==> src/design/hse_pkg.sv <==
// shared types and constants of the heap sort engine
// no dependencies
`default_nettype none

package hse_pkg;

  localparam int DATA_W       = 32;
  localparam int CAPACITY_DEF = 64;

  typedef struct packed {
    logic signed [DATA_W-1:0] value;
    logic                     last;
  } in_beat_t;

  typedef struct packed {
    logic signed [DATA_W-1:0] sorted_value;
    logic                     final_res;
    logic                     overflowed;
  } out_beat_t;

  typedef struct packed {
    logic take_right;
    logic stop;
  } cmp_res_t;

  typedef enum logic [3:0] {
    ST_LOAD,
    ST_BLD_RD,
    ST_BLD_GET,
    ST_SIFT_RD,
    ST_SIFT_CMP,
    ST_EXT_RD,
    ST_EXT_SWP,
    ST_OUT_RD,
    ST_OUT_LOAD
  } state_t;

endpackage

`default_nettype wire

==> src/design/heap_sort_engine_unit.sv <==
// heap sort engine top level: load sequencer, heap sequencer and output register
// depends on hse_pkg, hse_store, hse_cmp
//
// input beats (value, last) are taken one per cycle while in_ready is high and
// written into the element store. beats beyond CAPACITY are dropped and flag
// overflowed on every result of that run. a beat with last set closes the run:
// in_ready drops and the block heap-sorts what it holds with one shared
// compare unit, then streams the values out in ascending order, final_res set
// on the last one. in_ready returns once the final result is in the output
// register, so the next run loads while that result waits.
// sorting n held values runs floor(n/2)+1 build sifts and n-1 extractions. each
// sift fetches its start value, then per level reads both children from the
// store and compares them in the single compare unit, and writes the value
// back where it stops. each result is read from the store and then loaded into
// the output register. a stalled receiver holds the output register and the
// sequencer waits.
// reset (synchronous, rst_n low) zeroes the element count, which empties the store, and clears out_valid.
`default_nettype none

module heap_sort_engine_unit #(
  parameter int CAPACITY = hse_pkg::CAPACITY_DEF
) (
  input  wire logic              clk,
  input  wire logic              rst_n,
  input  wire logic              in_valid,
  output logic                   in_ready,
  input  wire hse_pkg::in_beat_t in_data,
  output logic                   out_valid,
  input  wire logic              out_ready,
  output hse_pkg::out_beat_t     out_data
);

  localparam int ADDR_W = $clog2(CAPACITY);
  localparam int CNT_W  = $clog2(CAPACITY + 1);
  localparam int IDX_W  = ADDR_W + 2;

  hse_pkg::state_t state_r, state_nxt;
  logic [CNT_W-1:0]  count_r, count_nxt;
  logic              ovf_r, ovf_nxt;
  logic [CNT_W-1:0]  k_r, k_nxt;
  logic [CNT_W-1:0]  size_r, size_nxt;
  logic [ADDR_W-1:0] node_r, node_nxt;
  logic [ADDR_W-1:0] lc_r, lc_nxt;
  logic              hasr_r, hasr_nxt;
  logic              ext_r, ext_nxt;
  logic [CNT_W-1:0]  j_r, j_nxt;
  logic signed [hse_pkg::DATA_W-1:0] v_r, v_nxt;
  logic              out_valid_r, out_valid_nxt;
  hse_pkg::out_beat_t out_data_r, out_data_nxt;

  logic              mem_we, mem_re;
  logic [ADDR_W-1:0] mem_waddr, mem_raddr_a, mem_raddr_b;
  logic signed [hse_pkg::DATA_W-1:0] mem_wdata, rd_a, rd_b, child_val;
  hse_pkg::cmp_res_t cmp_res;

  logic [IDX_W-1:0]  lc_idx, rc_idx;
  logic              sift_done;

  hse_store #(.DEPTH(CAPACITY), .ADDR_W(ADDR_W)) u_store (
    .clk     (clk),
    .we      (mem_we),
    .waddr   (mem_waddr),
    .wdata   (mem_wdata),
    .re      (mem_re),
    .raddr_a (mem_raddr_a),
    .raddr_b (mem_raddr_b),
    .rdata_a (rd_a),
    .rdata_b (rd_b)
  );

  hse_cmp u_cmp (
    .hole_val  (v_r),
    .left_val  (rd_a),
    .right_val (rd_b),
    .has_right (hasr_r),
    .child_val (child_val),
    .res       (cmp_res)
  );

  assign lc_idx = {1'b0, node_r, 1'b1};
  assign rc_idx = lc_idx + IDX_W'(1);

  assign in_ready  = (state_r == hse_pkg::ST_LOAD);
  assign out_valid = out_valid_r;
  assign out_data  = out_data_r;

  always_ff @(posedge clk) begin
    if (!rst_n) begin
      state_r     <= hse_pkg::ST_LOAD;
      count_r     <= '0;
      ovf_r       <= 1'b0;
      out_valid_r <= 1'b0;
    end else begin
      state_r     <= state_nxt;
      count_r     <= count_nxt;
      ovf_r       <= ovf_nxt;
      out_valid_r <= out_valid_nxt;
    end
  end

  always_ff @(posedge clk) begin
    k_r        <= k_nxt;
    size_r     <= size_nxt;
    node_r     <= node_nxt;
    lc_r       <= lc_nxt;
    hasr_r     <= hasr_nxt;
    ext_r      <= ext_nxt;
    j_r        <= j_nxt;
    v_r        <= v_nxt;
    out_data_r <= out_data_nxt;
  end

  always_comb begin
    state_nxt     = state_r;
    count_nxt     = count_r;
    ovf_nxt       = ovf_r;
    k_nxt         = k_r;
    size_nxt      = size_r;
    node_nxt      = node_r;
    lc_nxt        = lc_r;
    hasr_nxt      = hasr_r;
    ext_nxt       = ext_r;
    j_nxt         = j_r;
    v_nxt         = v_r;
    out_data_nxt  = out_data_r;
    out_valid_nxt = out_valid_r && !out_ready;
    mem_we        = 1'b0;
    mem_waddr     = node_r;
    mem_wdata     = v_r;
    mem_re        = 1'b0;
    mem_raddr_a   = node_r;
    mem_raddr_b   = node_r;
    sift_done     = 1'b0;

    unique case (state_r)
      hse_pkg::ST_LOAD: begin
        if (in_valid) begin
          if (count_r < CNT_W'(CAPACITY)) begin
            mem_we    = 1'b1;
            mem_waddr = count_r[ADDR_W-1:0];
            mem_wdata = in_data.value;
            count_nxt = count_r + CNT_W'(1);
          end else begin
            ovf_nxt = 1'b1;
          end
          if (in_data.last) begin
            k_nxt     = count_nxt >> 1;
            ext_nxt   = 1'b0;
            state_nxt = hse_pkg::ST_BLD_RD;
          end
        end
      end
      hse_pkg::ST_BLD_RD: begin
        mem_re      = 1'b1;
        mem_raddr_a = k_r[ADDR_W-1:0];
        state_nxt   = hse_pkg::ST_BLD_GET;
      end
      hse_pkg::ST_BLD_GET: begin
        v_nxt     = rd_a;
        node_nxt  = k_r[ADDR_W-1:0];
        size_nxt  = count_r;
        state_nxt = hse_pkg::ST_SIFT_RD;
      end
      hse_pkg::ST_SIFT_RD: begin
        if (lc_idx < IDX_W'(size_r)) begin
          mem_re      = 1'b1;
          mem_raddr_a = lc_idx[ADDR_W-1:0];
          mem_raddr_b = rc_idx[ADDR_W-1:0];
          lc_nxt      = lc_idx[ADDR_W-1:0];
          hasr_nxt    = (rc_idx < IDX_W'(size_r));
          state_nxt   = hse_pkg::ST_SIFT_CMP;
        end else begin
          mem_we    = 1'b1;
          sift_done = 1'b1;
        end
      end
      hse_pkg::ST_SIFT_CMP: begin
        mem_we = 1'b1;
        if (cmp_res.stop) begin
          sift_done = 1'b1;
        end else begin
          mem_wdata = child_val;
          node_nxt  = cmp_res.take_right ? lc_r + ADDR_W'(1) : lc_r;
          state_nxt = hse_pkg::ST_SIFT_RD;
        end
      end
      hse_pkg::ST_EXT_RD: begin
        mem_re      = 1'b1;
        mem_raddr_a = '0;
        mem_raddr_b = ADDR_W'(k_r - CNT_W'(1));
        state_nxt   = hse_pkg::ST_EXT_SWP;
      end
      hse_pkg::ST_EXT_SWP: begin
        mem_we    = 1'b1;
        mem_waddr = ADDR_W'(k_r - CNT_W'(1));
        mem_wdata = rd_a;
        v_nxt     = rd_b;
        node_nxt  = '0;
        size_nxt  = k_r - CNT_W'(1);
        state_nxt = hse_pkg::ST_SIFT_RD;
      end
      hse_pkg::ST_OUT_RD: begin
        mem_re      = 1'b1;
        mem_raddr_a = j_r[ADDR_W-1:0];
        state_nxt   = hse_pkg::ST_OUT_LOAD;
      end
      hse_pkg::ST_OUT_LOAD: begin
        if (!out_valid_r || out_ready) begin
          out_valid_nxt = 1'b1;
          out_data_nxt.sorted_value = rd_a;
          out_data_nxt.final_res    = (j_r + CNT_W'(1) == count_r);
          out_data_nxt.overflowed   = ovf_r;
          j_nxt = j_r + CNT_W'(1);
          if (j_r + CNT_W'(1) == count_r) begin
            count_nxt = '0;
            ovf_nxt   = 1'b0;
            state_nxt = hse_pkg::ST_LOAD;
          end else begin
            state_nxt = hse_pkg::ST_OUT_RD;
          end
        end
      end
      default: begin
        state_nxt = hse_pkg::ST_LOAD;
      end
    endcase

    // return from a finished sift
    if (sift_done) begin
      j_nxt = '0;
      if (ext_r) begin
        k_nxt = k_r - CNT_W'(1);
        state_nxt = (k_r - CNT_W'(1) > CNT_W'(1)) ? hse_pkg::ST_EXT_RD : hse_pkg::ST_OUT_RD;
      end else if (k_r == '0) begin
        k_nxt     = count_r;
        ext_nxt   = 1'b1;
        state_nxt = (count_r > CNT_W'(1)) ? hse_pkg::ST_EXT_RD : hse_pkg::ST_OUT_RD;
      end else begin
        k_nxt     = k_r - CNT_W'(1);
        state_nxt = hse_pkg::ST_BLD_RD;
      end
    end
  end

endmodule

`default_nettype wire

==> src/design/hse_store.sv <==
// element store: one write port, two read ports with registered read data
// depends on hse_pkg
`default_nettype none

module hse_store #(
  parameter int DEPTH  = hse_pkg::CAPACITY_DEF,
  parameter int ADDR_W = $clog2(DEPTH)
) (
  input  wire logic                             clk,
  input  wire logic                             we,
  input  wire logic [ADDR_W-1:0]                waddr,
  input  wire logic signed [hse_pkg::DATA_W-1:0] wdata,
  input  wire logic                             re,
  input  wire logic [ADDR_W-1:0]                raddr_a,
  input  wire logic [ADDR_W-1:0]                raddr_b,
  output logic signed [hse_pkg::DATA_W-1:0]      rdata_a,
  output logic signed [hse_pkg::DATA_W-1:0]      rdata_b
);

  logic signed [hse_pkg::DATA_W-1:0] mem [DEPTH];

  always_ff @(posedge clk) begin
    if (we) begin
      mem[waddr] <= wdata;
    end
  end

  always_ff @(posedge clk) begin
    if (re) begin
      rdata_a <= mem[raddr_a];
      rdata_b <= mem[raddr_b];
    end
  end

endmodule

`default_nettype wire

==> src/design/hse_cmp.sv <==
// shared compare unit of one sift step: picks the larger child, decides stop
// depends on hse_pkg
`default_nettype none

module hse_cmp (
  input  wire logic signed [hse_pkg::DATA_W-1:0] hole_val,
  input  wire logic signed [hse_pkg::DATA_W-1:0] left_val,
  input  wire logic signed [hse_pkg::DATA_W-1:0] right_val,
  input  wire logic                             has_right,
  output logic signed [hse_pkg::DATA_W-1:0]      child_val,
  output hse_pkg::cmp_res_t                     res
);

  always_comb begin
    res.take_right = has_right && (left_val < right_val);
    child_val      = res.take_right ? right_val : left_val;
    res.stop       = (hole_val >= child_val);
  end

endmodule

`default_nettype wire

==> config.mk <==
export PLATFORM = sky130hd
export DESIGN_NAME = heap_sort_engine_unit
export DESIGN_NICKNAME = d
export VERILOG_FILES = /design/src/design/hse_pkg.sv /design/src/design/heap_sort_engine_unit.sv /design/src/design/hse_store.sv /design/src/design/hse_cmp.sv
export SDC_FILE = /design/constraint.sdc
export NUM_CORES = 2
export LEC_CHECK = 0
export BUFFER_PORTS_ARGS = -buffer_cell sky130_fd_sc_hd__buf_2
export CORE_AREA = 3 3 442 357
export DETAILED_ROUTE_END_ITERATION = 12
export DIE_AREA = 0 0 445 360
export PLACE_DENSITY_LB_ADDON = 0.15
export REMOVE_ABC_BUFFERS = 1
export SLEW_MARGIN = 20
export SYNTH_ARGS = -nofsm -noshare
export SYNTH_HDL_FRONTEND = slang
export SYNTH_HIERARCHICAL = 1
export SYNTH_SLANG_ARGS = --single-unit
==> constraint.sdc <==
create_clock -name clk -period 15.3 [get_ports clk]
set_clock_uncertainty 0.05 [all_clocks]
set_input_delay 4.59 -clock clk [delete_from_list [all_inputs] [get_ports clk]]
set_output_delay 4.59 -clock clk [all_outputs]
set_load 0.01 [all_outputs]
* Word level (Yosys, flattened, before mapping)
Memory sizes are Yosys's and may differ from the RTL's. A register that Yosys moved wholly into a read port is not among the register bits.
Cells that the tools add are included.
** Operators by class
- Add/sub/neg operators :: 5
- $lt $le $gt $ge :: 7
- Equality and inequality tests :: 20
- Mux-type cells :: 63
- Reduce and logical (&&, ||, !) cells :: 24
** Operators by type and width (count)
- $mux W32 :: 4
- $pmux W32 S3 :: 1
- $mux W7 :: 10
- $pmux W32 S2 :: 1
- $mux W6 :: 6
- $ge A32 B32 Y1 :: 1
- $lt A32 B32 Y1 :: 1
- $pmux W4 S8 :: 1
- $pmux W7 S2 :: 2
- $mux W4 :: 6
- $pmux W6 S2 :: 2
- $pmux W6 S4 :: 1
- $mux W1 :: 19
- $pmux W6 S3 :: 1
- $eq A4 B3 Y1 const B :: 4
- $reduce_and A5 Y1 :: 3
- $add A7 B1 Y7 const B :: 2
- $gt A7 B1 Y1 const B :: 2
- $ne A2 B2 Y1 const B :: 5
- $reduce_bool A2 Y1 :: 5
- $mux W3 :: 3
- $ne A3 B3 Y1 const B :: 3
- $add A7 B1 Y8 const B :: 1
- $eq A4 B2 Y1 const B :: 2
- other kinds (25) :: 33
** Storage, ports and cells
- Register bits after elaboration :: 113
- Memory bits (writable) :: 2048
- Input bits :: 37
- Output and inout port bits :: 36
- Logic and storage cells :: 136
- Memories kept :: 1
** Memory list
- u_store.mem :: depth 64, bits a word 32, rd ports 2, clocked after Yosys merged registers in 2, write ports 1, RTL line hse_store.sv:20 : logic signed [hse_pkg::DATA_W-1:0] mem [DEPTH];

* Longest topological paths before layout
- Depth after elaboration :: 8
- Gate-level depth with buffers :: 22
- Mapped depth without buffers :: 19

* Modules after synthesis
The synthesis kept the hierarchy.
** By module, submodules not included
- hse_store :: instances 1, cells an instance 4409, area an instance 96356.2 sq um, sequential area each 63420.8 sq um
- heap_sort_engine_unit :: instances 1, cells an instance 690, area an instance 6486.2 sq um, sequential area each 3183.1 sq um
- hse_cmp :: instances 1, cells an instance 423, area an instance 2862.7 sq um, sequential area each 0.0 sq um

* Least setup slack after synthesis
OpenSTA, ideal clock, no wires.
- Kind :: input to register
- Start point :: input in_valid
- End point :: memory u_store/mem[48][0] (netlist bit) (enable)
- Setup time :: 0.461 ns
- Arrival :: 8.184 ns
- Data required time :: 14.789 ns
- Slack :: 6.606 ns
- Stages :: 8
- Path buffers :: 1
- Cell sequence :: nand2b_1 -> nor2_1 -> clkbuf_1 -> a22oi_1 -> o21ai_0 -> nor2b_1 -> nand4b_1 -> nor3_1
** Between the ends
- Elaborated cells on any way between the ends :: 6
- Those cells by class :: 6 x mux
** RTL lines
- start: declaration :: RTL line heap_sort_engine_unit.sv:25 : input wire logic in_valid,
- $mux W6 :: RTL line heap_sort_engine_unit.sv:137 : if (in_valid) begin
- $pmux W6 S2 :: RTL line heap_sort_engine_unit.sv:135 : unique case (state_r)
- via mem_waddr[5] :: RTL line heap_sort_engine_unit.sv:52 : logic [ADDR_W-1:0] mem_waddr, mem_raddr_a, mem_raddr_b;
- end: declaration :: RTL line hse_store.sv:20
The timed path passes the listed nets, and every way through them passes these cells.

==> impl_metrics.env <==
export IMPL_cp_start_kind="flop"
export IMPL_ios=73
export IMPL_dp_final_hpwl_mm=195.5
export IMPL_async_flop_share_pct=0
export IMPL_final_nets=5675
export IMPL_cts_resized=0
export IMPL_max_slew_worst_pin_slew_ps=1313
export IMPL_remaining_drc_errors=0
export IMPL_maxCapViolCount=0
export IMPL_yosysWarningCount=6
export IMPL_finalHoldViolCount=0
export IMPL_ys_types=71
export IMPL_syn_cell_area_um2=105700
export IMPL_ys_ff_latch=2225
export IMPL_rsz0062_at_grt="false"
export IMPL_slowest_stage="a211o_1"
export IMPL_grt_pass1_wl_mm=469.0
export IMPL_ant_nets=0
export IMPL_dr_pass1_iters=7
export IMPL_routed_wl_met3_mm=59.33
export IMPL_cts_setup_buffers=0
export IMPL_fillers=8381
export IMPL_die_x_um=445
export IMPL_die_h_um=360
export IMPL_multi_input_comb_area_um2=37630
export IMPL_h_tree_depth=4
export IMPL_max_freq_mhz=113.5
export IMPL_p_leak_nw=36.92
export IMPL_finalSetupViolCount=0
export IMPL_post_synth_top_count_cell="edfxtp_1"
export IMPL_vdd_ir_drop_max_uv=109.1
export IMPL_start_util_pct=68.72
export IMPL_period_share_pct=57.60
export IMPL_dr_wl_met2_mm=145.8
export IMPL_seqCellArea_um2=66600
export IMPL_fp_row_count=129
export IMPL_synthTopCellsByCount="2204 x edfxtp_1, 1124 x mux4_2, 291 x nand2_1"
export IMPL_p_per_area_nw_per_um2=118.8
export IMPL_final_layout_size_suffix_gt1_share_pct=32.22
export IMPL_wl_per_cell_um=42.76
export IMPL_synth_ff_type="edfxtp_1"
export IMPL_vias=63456
export IMPL_wl_mm=332.0
export IMPL_numCtsBuffers=204
export IMPL_grt_overflow=0
export IMPL_hold_buffers=0
export IMPL_crit_fanout=55
export IMPL_netlist_instances=5522
export IMPL_min_period_ps=8812
export IMPL_final_max_slew_viol_count=0
export IMPL_critPathCaptureType="flop"
export IMPL_track_usage_pct=42.01
export IMPL_io_buffers=72
export IMPL_cts_tree="built"
export IMPL_fin_setup_tns_ps=0
export IMPL_antenna_found_initial=40
export IMPL_relSlewSlack_pct=12.44
export IMPL_routed_via_density=8.173
export IMPL_die_area_um2=160200
export IMPL_grt_max_degree=117
export IMPL_drt_iter0_drc=11475
export IMPL_power_w=0.01372
export IMPL_highest_layer="met5"
export IMPL_grt_pass1_vias=61950
export IMPL_clkSinkCount=2225
export IMPL_crit_type="reg2reg"
export IMPL_arrival_ps=9280
export IMPL_hold_class="reg2reg"
export IMPL_crit_buf_inv=3
export IMPL_cts_buffer_depth=3
export IMPL_place_gp_congestion=0.9364
export IMPL_syn_to_final_growth_pct=9.263
export IMPL_synth_top_area_share_pct=62.61
export IMPL_outcome="complete, no violations"
export IMPL_wl_met1_mm=107.7
export IMPL_worstPathCellList="ha_1 > inv_2 > a21oi_1 > a211oi_1 > nand3_1 > buf_4 > o211ai_1 > and3_1 > ha_1 > nor2b_1 > o21a_1 > o21ai_0 > a2111oi_0 > o41ai_1 > nand4_1 > a211o_1 > a21o_2 > nand2_1 > nand2_2 > buf_4"
export IMPL_whs_ps=401.2
export IMPL_root_buffer="clkbuf_16"
export IMPL_slowest_delay_ps=840
export IMPL_cts_clk_slew_worst_paths_ps=70
export IMPL_cp_top_family="compound AO/OA/AOI/OAI gates"
export IMPL_synth_area_leaders="edfxtp_1 63%, mux4_2 24%, mux2i_1 2.1%, nand2_1 1.0%, ha_1 0.97%"
export IMPL_synth_edf_count=2204
export IMPL_worstPathRequired_ps=15770
export IMPL_syn_avg_cell_area_um2=19.14
export IMPL_core_um2=153800
export IMPL_clock_latency_ps=850
export IMPL_yosysSeqAreaShare_pct=63.01
export IMPL_yosys_area_top_type="edfxtp_1"
## flip-flops by register name, summed over array words and instances, names as in the netlist, 5 cells and up
signal and cells:
u_store/rdata_a 32, node_r 6, v_r 32, out_data 34
j_r 7, lc_r 5, count_r 7, size_r 7
u_store/rdata_b 32, u_store/mem 2048, k_r 7
## final timing paths
kind,from,end,depth (start not counted),slack [ps]
setup / recovery,u_store/rdata_a[31]$_DFFE_PP_,u_store/mem[35][16]$_DFFE_PP_,20,6490
hold / removal,ovf_r$_SDFFE_PN0P_,out_data[0]$_DFFE_PP_,0,400
setup reg to reg,u_store/rdata_a[31]$_DFFE_PP_,u_store/mem[35][16]$_DFFE_PP_,20,6490
hold reg to reg,ovf_r$_SDFFE_PN0P_,out_data[0]$_DFFE_PP_,0,400
## kinds of logic after synthesis
logic type | after synthesis | synth area share, %
flops | 2225 | 63.01
mux | 1383 | 26.44
compound gates | 608 | 4.028
buf+inv | 481 | 2.226
fa+ha+maj | 82 | 0.9706
xor+xnor | 30 | 0.2486
simple gates | 713 | 3.078
## cells in the final DEF, fill, tap and decap left out, types with 16 or more instances in the layout
cell       instances
edfxtp_1        2204
mux4_2          1124
nand2_1          263
mux2i_1          226
clkbuf_16        209
buf_4            159
a21oi_1           95
a22oi_1           95
o21ai_0           85
ha_1              82
nand3_1           76
nor2_1            76
buf_2             73
o211ai_1          66
nor2_4            65
o22ai_1           51
inv_1             50
clkbuf_1          48
nor3_1            46
clkinv_1          44
clkinv_2          35
and3_1            34
nor2b_1           33
mux2_2            33
o2111ai_1         27
a222oi_1          25
nand4_1           22
buf_12            22
xnor2_1           21
dfxtp_1           21
a221oi_1          19
o21ai_1           18
bufinv_16         17
a211oi_1          17
nand2b_1          16
nand2_2           16
## power by group
group | switching (W) | internal [W] | leakage, nW
sequential | 0.0000536 | 0.00692 | 20.1
clock | 0.00226 | 0.00279 | 3.15
combinational | 0.00110 | 0.000595 | 13.7
total | 0.00341 | 0.0103 | 36.9
## per-stage QoR
| step | cell area [um2] | util, % | setup WS [ps] | cells |
|---|---|---|---|---|
| finish | 115500 | 75.09 | 6488 | 7764 |
| global route | 115500 | 75.07 | 6395 | 7753 |
| CTS | 115300 | 74.94 | 6781 | 7746 |
| detailed placement | 108800 | 70.74 | 6675 | 7373 |
| global placement | 108700 | 70.68 | 6677 | 7369 |
| floorplan | 103600 | - | -57730 | 5094 |
## layer usage
| layer | up-vias | global-route usage [%] |
|---|---|---|
| met4 | 34 | 19.77 |
| met3 | 993 | 17.31 |
| met2 | 6115 | 59.24 |
| met1 | 32504 | 58.20 |
| li1 | 23810 | - |
| met5 | - | 0 |
## final cells by class
type | count | area share [%]
clock buffers | 259 | 4.708
clock inverters | 114 | 0.8894
multi-input cells | 2816 | 32.58
diodes | 11 | 0.02383
flip-flops and latches | 2225 | 57.67
inverters | 53 | 0.1722
well taps | 2030 | 2.199
repair buffers | 256 | 1.761
Power figures use the tool's default switching activity.
